$ cat config.mk
export PLATFORM = sky130hd
export DESIGN_NAME = chained_hash_set
export DESIGN_NICKNAME = d
export VERILOG_FILES = /design/src/rtl/core/chs_pkg.sv /design/src/rtl/core/chained_hash_set.sv /design/src/rtl/core/chs_ram.sv /design/src/rtl/core/chs_mod.sv
export SDC_FILE = /design/constraint.sdc
export NUM_CORES = 2
export LEC_CHECK = 0
export BUFFER_PORTS_ARGS = -buffer_cell sky130_fd_sc_hd__buf_4
export CAP_MARGIN = 15
export CORE_ASPECT_RATIO = 0.9
export CORE_MARGIN = 2
export CORE_UTILIZATION = 28
export CTS_CLUSTER_SIZE = 14
export DETAILED_ROUTE_END_ITERATION = 10
export HOLD_SLACK_MARGIN = 0.02
export MAX_ROUTING_LAYER = met4
export PLACE_DENSITY = 0.51
export SLEW_MARGIN = 20
export SYNTH_ARGS = -nofsm -noshare
export SYNTH_HDL_FRONTEND = slang
export SYNTH_HIERARCHICAL = 1
export SYNTH_SLANG_ARGS = --single-unit
$ cat constraint.sdc
create_clock -name clk -period 7.1 [get_ports clk]
set_input_delay 0.71 -clock clk [delete_from_list [all_inputs] [get_ports clk]]
set_output_delay 0.71 -clock clk [all_outputs]
set_load 0.005 [all_outputs]
$ cat src/rtl/core/chs_pkg.sv
`timescale 1ns / 1ps
package chs_pkg;
  localparam int FUNC_W = 2;
  localparam int KEY_W = 31;
  localparam int STATUS_W = 2;
  localparam int BUCKET_W = 4;
  localparam int SIZE_W = 7;
  localparam int CFG_W = 5;

  localparam logic [FUNC_W-1:0] FUNC_INSERT = 2'd0;
  localparam logic [FUNC_W-1:0] FUNC_DELETE = 2'd1;

  localparam logic [STATUS_W-1:0] ST_DONE = 2'd0;
  localparam logic [STATUS_W-1:0] ST_ABSENT = 2'd1;
  localparam logic [STATUS_W-1:0] ST_FULL = 2'd2;

  localparam logic [CFG_W-1:0] CFG_RESET = 5'd10;

  // Request handed from the top level to the divider.
  typedef struct packed {
    logic             start;
    logic [KEY_W-1:0] key;
    logic [CFG_W-1:0] divisor;
  } div_req_t;

  // Answer from the divider.
  typedef struct packed {
    logic         done;
    logic [8:0]   rem;
  } div_rsp_t;
endpackage

$ cat src/rtl/core/chained_hash_set.sv
`timescale 1ns / 1ps
// Hash set of 31-bit keys with separate chaining over a fixed slot pool.
// Requests arrive on the s_axis channel: tdata holds the key, tuser holds
// the operation (insert, delete, search). One result leaves on m_axis per
// request with status, bucket and bucket size. The user must write the
// bucket count through cfg_we/cfg_data only while the block is idle; the
// block does not enforce this. The serial divider gives the bucket while
// the sequencer waits in S_DIV. An insert then passes through S_INS to
// S_OUT. A delete or search visits the chain through an S_READ and an
// S_CHECK state for each slot, since every step is one read of the link
// and key memories; a delete that hits then passes through S_UNLINK and
// S_FREE to unlink the slot. The next request is taken in S_IDLE, which
// follows S_OUT after the result beat; requests are taken one at a time
// and s_axis_tready is low while a request is in work.
// The result is held in an output register; while m_axis_tready is low the
// block keeps it and takes no new request.
// Synchronous reset empties every bucket and then sweeps the link memory,
// one slot a cycle, to rebuild the free list; no request is accepted
// during that sweep.
module chained_hash_set #(
  parameter int MAX_BUCKETS = 16,
  parameter int POOL_SLOTS = 64
) (
  input  logic        clk,
  input  logic        rst,
  input  logic        cfg_we,
  input  logic [4:0]  cfg_data,
  input  logic        s_axis_tvalid,
  output logic        s_axis_tready,
  input  logic [31:0] s_axis_tdata,   // key[30:0], zero pad
  input  logic [1:0]  s_axis_tuser,   // func[1:0]
  output logic        m_axis_tvalid,
  input  logic        m_axis_tready,
  output logic [15:0] m_axis_tdata    // status[1:0], bucket[5:2], bucket_size[12:6], pad
);
  localparam int SW = $clog2(POOL_SLOTS + 1);
  localparam int AW = $clog2(POOL_SLOTS);
  localparam int BW = (MAX_BUCKETS > 1) ? $clog2(MAX_BUCKETS) : 1;
  localparam int CW = $clog2(POOL_SLOTS + 1);
  localparam logic [SW-1:0] NIL = SW'(POOL_SLOTS);

  typedef enum logic [3:0] {
    S_CLEAR, S_IDLE, S_DIV, S_INS, S_READ, S_CHECK, S_UNLINK, S_FREE, S_OUT
  } state_t;

  state_t                   state;
  logic [4:0]               num_buckets;
  logic [chs_pkg::KEY_W-1:0] key;
  logic [1:0]               func;
  logic [BW-1:0]            b;
  logic [SW-1:0]            head [MAX_BUCKETS];
  logic [CW-1:0]            size [MAX_BUCKETS];
  logic [SW-1:0]            free_head;
  logic [SW-1:0]            cur;
  logic [SW-1:0]            prev;
  logic [SW-1:0]            cur_link;
  logic [SW:0]              steps;
  logic [AW-1:0]            clr;
  logic [chs_pkg::STATUS_W-1:0] status;

  logic                     link_we;
  logic [AW-1:0]            link_waddr;
  logic [SW-1:0]            link_wdata;
  logic [AW-1:0]            raddr;
  logic [SW-1:0]            link_rdata;
  logic                     key_we;
  logic [chs_pkg::KEY_W-1:0] key_rdata;

  chs_pkg::div_req_t        dreq;
  chs_pkg::div_rsp_t        drsp;
  logic [4:0]               eff;

  // Effective bucket count.
  always_comb begin
    eff = num_buckets;
    if (num_buckets == 5'd0) eff = 5'd1;
    if (32'(num_buckets) > MAX_BUCKETS) eff = 5'(MAX_BUCKETS);
  end

  assign dreq.start   = s_axis_tvalid && s_axis_tready;
  assign dreq.key     = s_axis_tdata[chs_pkg::KEY_W-1:0];
  assign dreq.divisor = eff;

  chs_mod u_mod (.clk(clk), .rst(rst), .req(dreq), .rsp(drsp));

  chs_ram #(.WIDTH(SW), .DEPTH(POOL_SLOTS)) u_link (
    .clk(clk), .we(link_we), .waddr(link_waddr), .wdata(link_wdata),
    .raddr(raddr), .rdata(link_rdata));

  chs_ram #(.WIDTH(chs_pkg::KEY_W), .DEPTH(POOL_SLOTS)) u_key (
    .clk(clk), .we(key_we), .waddr(free_head[AW-1:0]), .wdata(key),
    .raddr(raddr), .rdata(key_rdata));

  // Memory port control per state.
  always_comb begin
    link_we    = 1'b0;
    link_waddr = cur[AW-1:0];
    link_wdata = free_head;
    key_we     = 1'b0;
    raddr      = cur[AW-1:0];
    case (state)
      S_CLEAR: begin
        link_we    = 1'b1;
        link_waddr = clr;
        link_wdata = SW'(clr) + SW'(1);
      end
      S_DIV: raddr = free_head[AW-1:0];
      S_INS: begin
        if (free_head != NIL) begin
          link_we    = 1'b1;
          link_waddr = free_head[AW-1:0];
          link_wdata = head[b];
          key_we     = 1'b1;
        end
      end
      S_UNLINK: begin
        if (prev != NIL) begin
          link_we    = 1'b1;
          link_waddr = prev[AW-1:0];
          link_wdata = cur_link;
        end
      end
      S_FREE: begin
        link_we    = 1'b1;
        link_waddr = cur[AW-1:0];
        link_wdata = free_head;
      end
      default: ;
    endcase
  end

  assign s_axis_tready = (state == S_IDLE);
  assign m_axis_tvalid = (state == S_OUT);
  assign m_axis_tdata  = {3'd0, 7'(size[b]), 4'(b), status};

  // Sequencer with the bucket tables.
  always_ff @(posedge clk) begin
    if (rst) begin
      state       <= S_CLEAR;
      clr         <= '0;
      free_head   <= '0;
      num_buckets <= chs_pkg::CFG_RESET;
      for (int i = 0; i < MAX_BUCKETS; i++) begin
        head[i] <= NIL;
        size[i] <= '0;
      end
    end else begin
      if (cfg_we) num_buckets <= cfg_data;
      case (state)
        S_CLEAR: begin
          clr <= clr + AW'(1);
          if (32'(clr) == POOL_SLOTS - 1) state <= S_IDLE;
        end
        S_IDLE: begin
          if (s_axis_tvalid) begin
            key   <= s_axis_tdata[chs_pkg::KEY_W-1:0];
            func  <= s_axis_tuser;
            state <= S_DIV;
          end
        end
        S_DIV: begin
          if (drsp.done) begin
            b      <= BW'(drsp.rem);
            prev   <= NIL;
            cur    <= head[BW'(drsp.rem)];
            steps  <= '0;
            status <= chs_pkg::ST_ABSENT;
            state  <= (func == chs_pkg::FUNC_INSERT) ? S_INS : S_READ;
          end
        end
        S_INS: begin
          // Link read at free_head was issued in S_DIV.
          if (free_head == NIL) begin
            status <= chs_pkg::ST_FULL;
          end else begin
            head[b]   <= free_head;
            size[b]   <= size[b] + CW'(1);
            free_head <= link_rdata;
            status    <= chs_pkg::ST_DONE;
          end
          state <= S_OUT;
        end
        S_READ: begin
          if (cur == NIL || 32'(steps) >= POOL_SLOTS) state <= S_OUT;
          else state <= S_CHECK;
        end
        S_CHECK: begin
          // Memory data for slot cur is now valid.
          if (key_rdata == key) begin
            status <= chs_pkg::ST_DONE;
            cur_link <= link_rdata;
            state  <= (func == chs_pkg::FUNC_DELETE) ? S_UNLINK : S_OUT;
          end else begin
            prev  <= cur;
            cur   <= link_rdata;
            steps <= steps + (SW+1)'(1);
            state <= S_READ;
          end
        end
        S_UNLINK: begin
          if (prev == NIL) head[b] <= cur_link;
          if (size[b] != '0) size[b] <= size[b] - CW'(1);
          state <= S_FREE;
        end
        S_FREE: begin
          free_head <= cur;
          state     <= S_OUT;
        end
        S_OUT: begin
          if (m_axis_tready) state <= S_IDLE;
        end
        default: state <= S_IDLE;
      endcase
    end
  end
endmodule

$ cat src/rtl/core/chs_ram.sv
`timescale 1ns / 1ps
module chs_ram #(
  parameter int WIDTH = 8,
  parameter int DEPTH = 16
) (
  input  logic                     clk,
  input  logic                     we,
  input  logic [$clog2(DEPTH)-1:0] waddr,
  input  logic [WIDTH-1:0]         wdata,
  input  logic [$clog2(DEPTH)-1:0] raddr,
  output logic [WIDTH-1:0]         rdata
);
  logic [WIDTH-1:0] mem [DEPTH];

  // One write port, one registered read port.
  always_ff @(posedge clk) begin
    if (we) begin
      mem[waddr] <= wdata;
    end
    rdata <= mem[raddr];
  end
endmodule

$ cat src/rtl/core/chs_mod.sv
`timescale 1ns / 1ps
// Restoring remainder of the key by the bucket count, one bit a cycle.
module chs_mod (
  input  logic              clk,
  input  logic              rst,
  input  chs_pkg::div_req_t req,
  output chs_pkg::div_rsp_t rsp
);
  logic [chs_pkg::KEY_W-1:0] shreg;
  logic [5:0]                rem;
  logic [5:0]                dvs;
  logic [4:0]                cnt;
  logic                      busy;
  logic                      done;
  logic [5:0]                trial;

  assign trial = {rem[4:0], shreg[chs_pkg::KEY_W-1]};

  always_ff @(posedge clk) begin
    if (rst) begin
      busy <= 1'b0;
      done <= 1'b0;
    end else begin
      done <= 1'b0;
      if (req.start) begin
        busy  <= 1'b1;
        shreg <= req.key;
        rem   <= '0;
        dvs   <= {1'b0, req.divisor};
        cnt   <= 5'd0;
      end else if (busy) begin
        // Shift one key bit in and subtract when the divisor fits.
        shreg <= {shreg[chs_pkg::KEY_W-2:0], 1'b0};
        rem   <= (trial >= dvs) ? trial - dvs : trial;
        cnt   <= cnt + 5'd1;
        if (cnt == 5'(chs_pkg::KEY_W - 1)) begin
          busy <= 1'b0;
          done <= 1'b1;
        end
      end
    end
  end

  assign rsp.done = done;
  assign rsp.rem  = {3'd0, rem};
endmodule

# == Word level (Yosys, flattened, before mapping) ==
# Memory sizes are Yosys's and may differ from the RTL's. A register that Yosys moved wholly into a read port is not among the register bits.
# Index checks and enable logic that the tools add are counted.
# op_classes
eq_ne,24
n_reduce_logical,25
order_cmp,3
bitwise_logic,4
addsub,7
mux,75
# op_table
operator,n
two-way mux 7 bit,11
two-way mux 31 bit,2
two-way mux 4 bit,13
case mux 7 bit (2 select lines),3
case mux 4 bit (8 select lines),1
equality test 31 bit,1
two-way mux 1 bit,27
"equality test 7 bit, second input constant",3
case mux 7 bit (3 select lines),1
two-way mux 5 bit,4
two-way mux 6 bit,3
case mux 6 bit (3 select lines),1
"equality test 4 x 3 -> 1 bit, second input constant",4
two-way mux 8 bit,2
case mux 8 bit (2 select lines),1
"!= test 7 bit, second input constant",2
OR reduction 7 bit,2
AND reduction 4 bit,3
"!= test 2 bit, second input constant",5
AND reduction 3 bit,3
"adder 8 x 1 -> 8 bit, second input constant",1
"equality test 4 x 2 -> 1 bit, second input constant",2
"greater-or-equal comparator 8 x 7 -> 1 bit, second input constant",1
"adder 6 x 1 -> 7 bit, second input constant",1
other kinds (30),41
# totals
n_memories,4
reg_bits,138
ram_bits,2656
# mem_list
name,words,word_bits,read_ports,rd_clocked_by_memory_dff,wr,line,text
u_key.mem,64,31,1,1,1,chs_ram.sv:13,logic [WIDTH-1:0] mem [DEPTH];
u_link.mem,64,7,1,1,1,chs_ram.sv:13,
head,16,7,2,2,16,chained_hash_set.sv:51,logic [SW-1:0] head [MAX_BUCKETS];
size,16,7,1,1,16,chained_hash_set.sv:52,logic [CW-1:0] size [MAX_BUCKETS];

# == Depth between registers and ports, before layout ==
# logic_depth
ltp_word,8
mapped_depth,17
depth_no_buf,13

# == By module ==
# The synthesis kept the hierarchy.
# by_module_without_submodules
module,instances,cells_each,area_each_um2
chs_ram (u_key),1,3418,76305.7
chs_ram (u_link),1,827,17635.7
chained_hash_set,1,1201,15797.7
chs_mod,1,161,2349.8

# == Least setup slack after synthesis ==
# OpenSTA, ideal clock, no wires.
# synth_path
path_type,reg2reg
from,reg with a tool-made name
to,"mem size[6][6] (netlist name), data pin"
setup_ns,0.268
arrival_time_ns,4.405
slack_ns,2.426
stages_incl_launch_ff,16
period_less_slack_ns,4.674
path_cell_list,dfxtp_1 -> buf_2 -> buf_1 -> mux4_2 -> and2_1 -> o21ba_2 -> or4_1 -> clkbuf_2 -> o31a_1 -> mux2_2 -> ha_1 -> or4_1 -> or3_1 -> a211oi_2 -> buf_6 -> nor4_1
# synth_lines
item,line
end: declaration,chained_hash_set.sv:52

==> metrics.md <==
| Metric | Value |
|---|---|
| Result of the run | `complete, no violations` |
| Highest ir drop seen on vdd | `0.207 mV` |
| Core ar. | `0.399 mm²` |
| Capturing point of the worst reg2reg path | `size[13][4]` |
| Worst skew pair latency | `0.90 ns` |
| Clock skew after layout | `0.0754 ns` |
| CTS Sinks | `2836` |
| Synthesized area per cell | `20.0 µm²` |
| Relative slew margins | `13.6%` |
| Required @ worst endpoint | `7.64 ns` |
| Cells along the critical path | `mux4_2 -> and2_0 -> o21ba_2 -> or4_1 -> o31a_1 -> mux2_2 -> ha_1 -> or4_1 -> and3b_1 -> a211oi_4 -> nor4_1` |
| Pin count of the biggest net entering global routing | `117` |
| DRT antenna net count | `0` |
| Worst R2R Setup Slack | `1.79 ns` |
| Worst Path Arrival | `5.84 ns` |
| R2R depth | `11` |
| DIE WIDTH | `671 µm` |
| Classification of the worst-slack hold path | `primary input to flop` |
| Global routing usage summed across all routing layers | `14.9%` |
| Share of the core filled with cells | `32.4%` |
| Transition at the pin with the smallest max-transition slack | `1.29 ns` |
| DRC viols | `0` |
| Yosys warning count | `6` |
| Category of the most critical setup path | `flop to flop` |
| Signed area change from the synthesized netlist to the final layout | `15.3%` |
| TritonCTS clock tree | `yes` |
| Placed standard-cell area | `0.120 mm²` |
| Die ar. | `0.405 mm²` |
| P_leak | `40.3 nW` |
| GRT Max-Usage Layer | `met2` |
| Ratio of cells with drive above 1 in the final layout | `23.5%` |
| Non-Filler Cell Area, Final | `0.129 mm²` |
| H-tree levels | `5` |
| Max-cap violations | `0` |
| I/O pin count | `62` |
| Detailed Place HPWL | `175000 µm` |
| Fin Setup TNS | `0 ns` |
| Number of hold violations in the final report | `0` |
| Worst-case clock buffer depth | `4` |
| Worst hold start | `s_axis_tdata[21]` |
| Antenna violations before repair | `29` |
| Maximum clock frequency | `0.188 GHz` |
| Unrepaired setup endpoints after global routing | `no` |
| Post-DR wirelength/cell | `26.3 µm` |
| Total number of nets in the final design | `5891` |
| Global Route met2 Usage | `23.2%` |
| Final setup vio count | `0` |
| Total detailed-routing wirelength | `300000 µm` |
| Crit path top cell by count | `sky130_fd_sc_hd__or4_1` |
| Starting density of the core | `28.1%` |
| Number of design-rule violations left by the first detailed-router iteration | `6492` |
| Grt met1 use | `20.8%` |
| Overall overflow remaining after global route | `0` |
| First-pass GRT wire length | `425000 µm` |
| Final weighted congestion in routability-driven placement | `0.831` |
| Final period utilization | `74.7%` |
| Power per standard cell area | `258 mW/mm²` |
| Hold path endpoint | `key[21]` |
| Maximum cell stage delay along the critical path | `0.98 ns` |
| Category of the worst setup path launch point | `flop` |
| Clock input transition at the sequential cells of the worst setup and hold paths | `0.06 ns` |
| Die extent in y | `604 µm` |
| Gate Count Post-Synth | `5596` |
| First drt pass iteration count | `7` |
| Critical path peak fanout | `56` |
| Via-to-Cell Ratio | `4.96` |
| Routed vias | `56500` |
| # resized after CTS | `0` |
| Number of placement rows | `220` |
| Highest-delay cell along the critical path | `sky130_fd_sc_hd__dfxtp_4` |
| Endpoint kind of the worst setup timing path | `flop` |
| Hold path cells | `1` |
| Cell area after synthesis | `0.112 mm²` |
| Slew Limit Fails | `0` |
| Via count of the first global-routing pass | `56500` |
| TritonCTS Buffers | `291` |
| Number of buffers inserted by port buffering | `57` |
| Cell at the root of the clock tree | `sky130_fd_sc_hd__clkbuf_16` |
| Post-route minimum period | `5.31 ns` |
| Global routing usage on met3 | `2.13%` |
[per-layer routing]
layer / routed length, µm / part of all wire [%] / vias to the layer above
li1: - / - / 23700
met1: 133000 / 44 / 30500
met2: 141000 / 47 / 1938
met3: 20100 / 6.7 / 365
met4: 5530 / 1.8 / 0
met5: 0 / 0 / -
[how the worst max path moves through the flow]
| stage | startpoint | end | slack [ns] | depth (start not counted) |
|---|---|---|---|---|
| after floorplan | flop | size[6][6] | 2.43 | 15 |
| after global placement | flop | size[10][4] | 1.59 | 11 |
| after detailed placement | flop | size[3][4] | 1.55 | 11 |
| after CTS | flop | size[3][4] | 1.54 | 11 |
| after global routing | flop | size[7][4] | 1.59 | 11 |
| final | flop | size[13][4] | 1.79 | 11 |
[per-stage QoR]
stage          setup slack, ns  std cells  total power, mW  hold slack [ns]
6_report                  1.79      11400             33.3            0.108
5_1_grt                   1.59      11400             34.3           0.0687
4_1_cts                   1.54      11400             33.6           0.0547
3_5_place_dp              1.55      10800             18.8            0.477
3_3_place_gp              1.59      10800             18.8            0.476
2_1_floorplan             2.43       5598             18.7            0.430
[area by class of cell]
cell class,count,area [µm²]
clock inverter,145,1270
fill,38100,269000
multi-input combinational,2391,26400
timing repair buffer,294,2400
inverter,22,82.6
clock buffer,363,7750
sequential,2836,84500
antenna,10,25.0
tap,5328,6670
[critical path, delay by kind of cell, from the launching register on]
kind | cells | cell delay, ns
flops | 1 | 0.98
fa+ha+maj | 1 | 0.24
compound gates | 3 | 1.27
mux | 2 | 0.72
simple gates | 5 | 1.78
[cell usage in the layout (no fill, tap or decap), types with 54 or more instances in the layout]
master	instances
sky130_fd_sc_hd__a31oi_1	54
sky130_fd_sc_hd__mux2i_1	333
sky130_fd_sc_hd__dfxtp_1	64
sky130_fd_sc_hd__clkbuf_16	298
sky130_fd_sc_hd__o21ai_0	63
sky130_fd_sc_hd__o22ai_1	99
sky130_fd_sc_hd__nor2_4	65
sky130_fd_sc_hd__clkinv_1	71
sky130_fd_sc_hd__a22oi_1	120
sky130_fd_sc_hd__clkbuf_1	60
sky130_fd_sc_hd__nand2_1	128
sky130_fd_sc_hd__nor3_1	87
sky130_fd_sc_hd__mux4_2	610
sky130_fd_sc_hd__buf_4	254
sky130_fd_sc_hd__edfxtp_1	2770
sky130_fd_sc_hd__nor4_1	63
sky130_fd_sc_hd__nor2_1	250
[repair_timing]
action	4_1_cts	5_1_grt
hold endpoints to repair	31	0
hold buffers	31	0
setup buffers	0	0
[registers in the layout (all words and copies together), names as in the netlist, 6 cells and up, named ones only]
name / count
size: 112
u_key/rdata: 31
u_mod/shreg: 31
u_link/mem: 448
clr: 6
u_link/rdata: 7
head: 112
steps: 8
u_key/mem: 1984
prev: 7
key: 31
free_head: 7
cur: 7
cur_link: 7
[report_power, final]
group | total, mW | internal [mW] | switching (mW)
registers | 18.2 | 18.2 | 0.0221
clock network | 14.8 | 8.47 | 6.36
logic | 0.248 | 0.0805 | 0.167
Power figures use the tool's default switching activity.
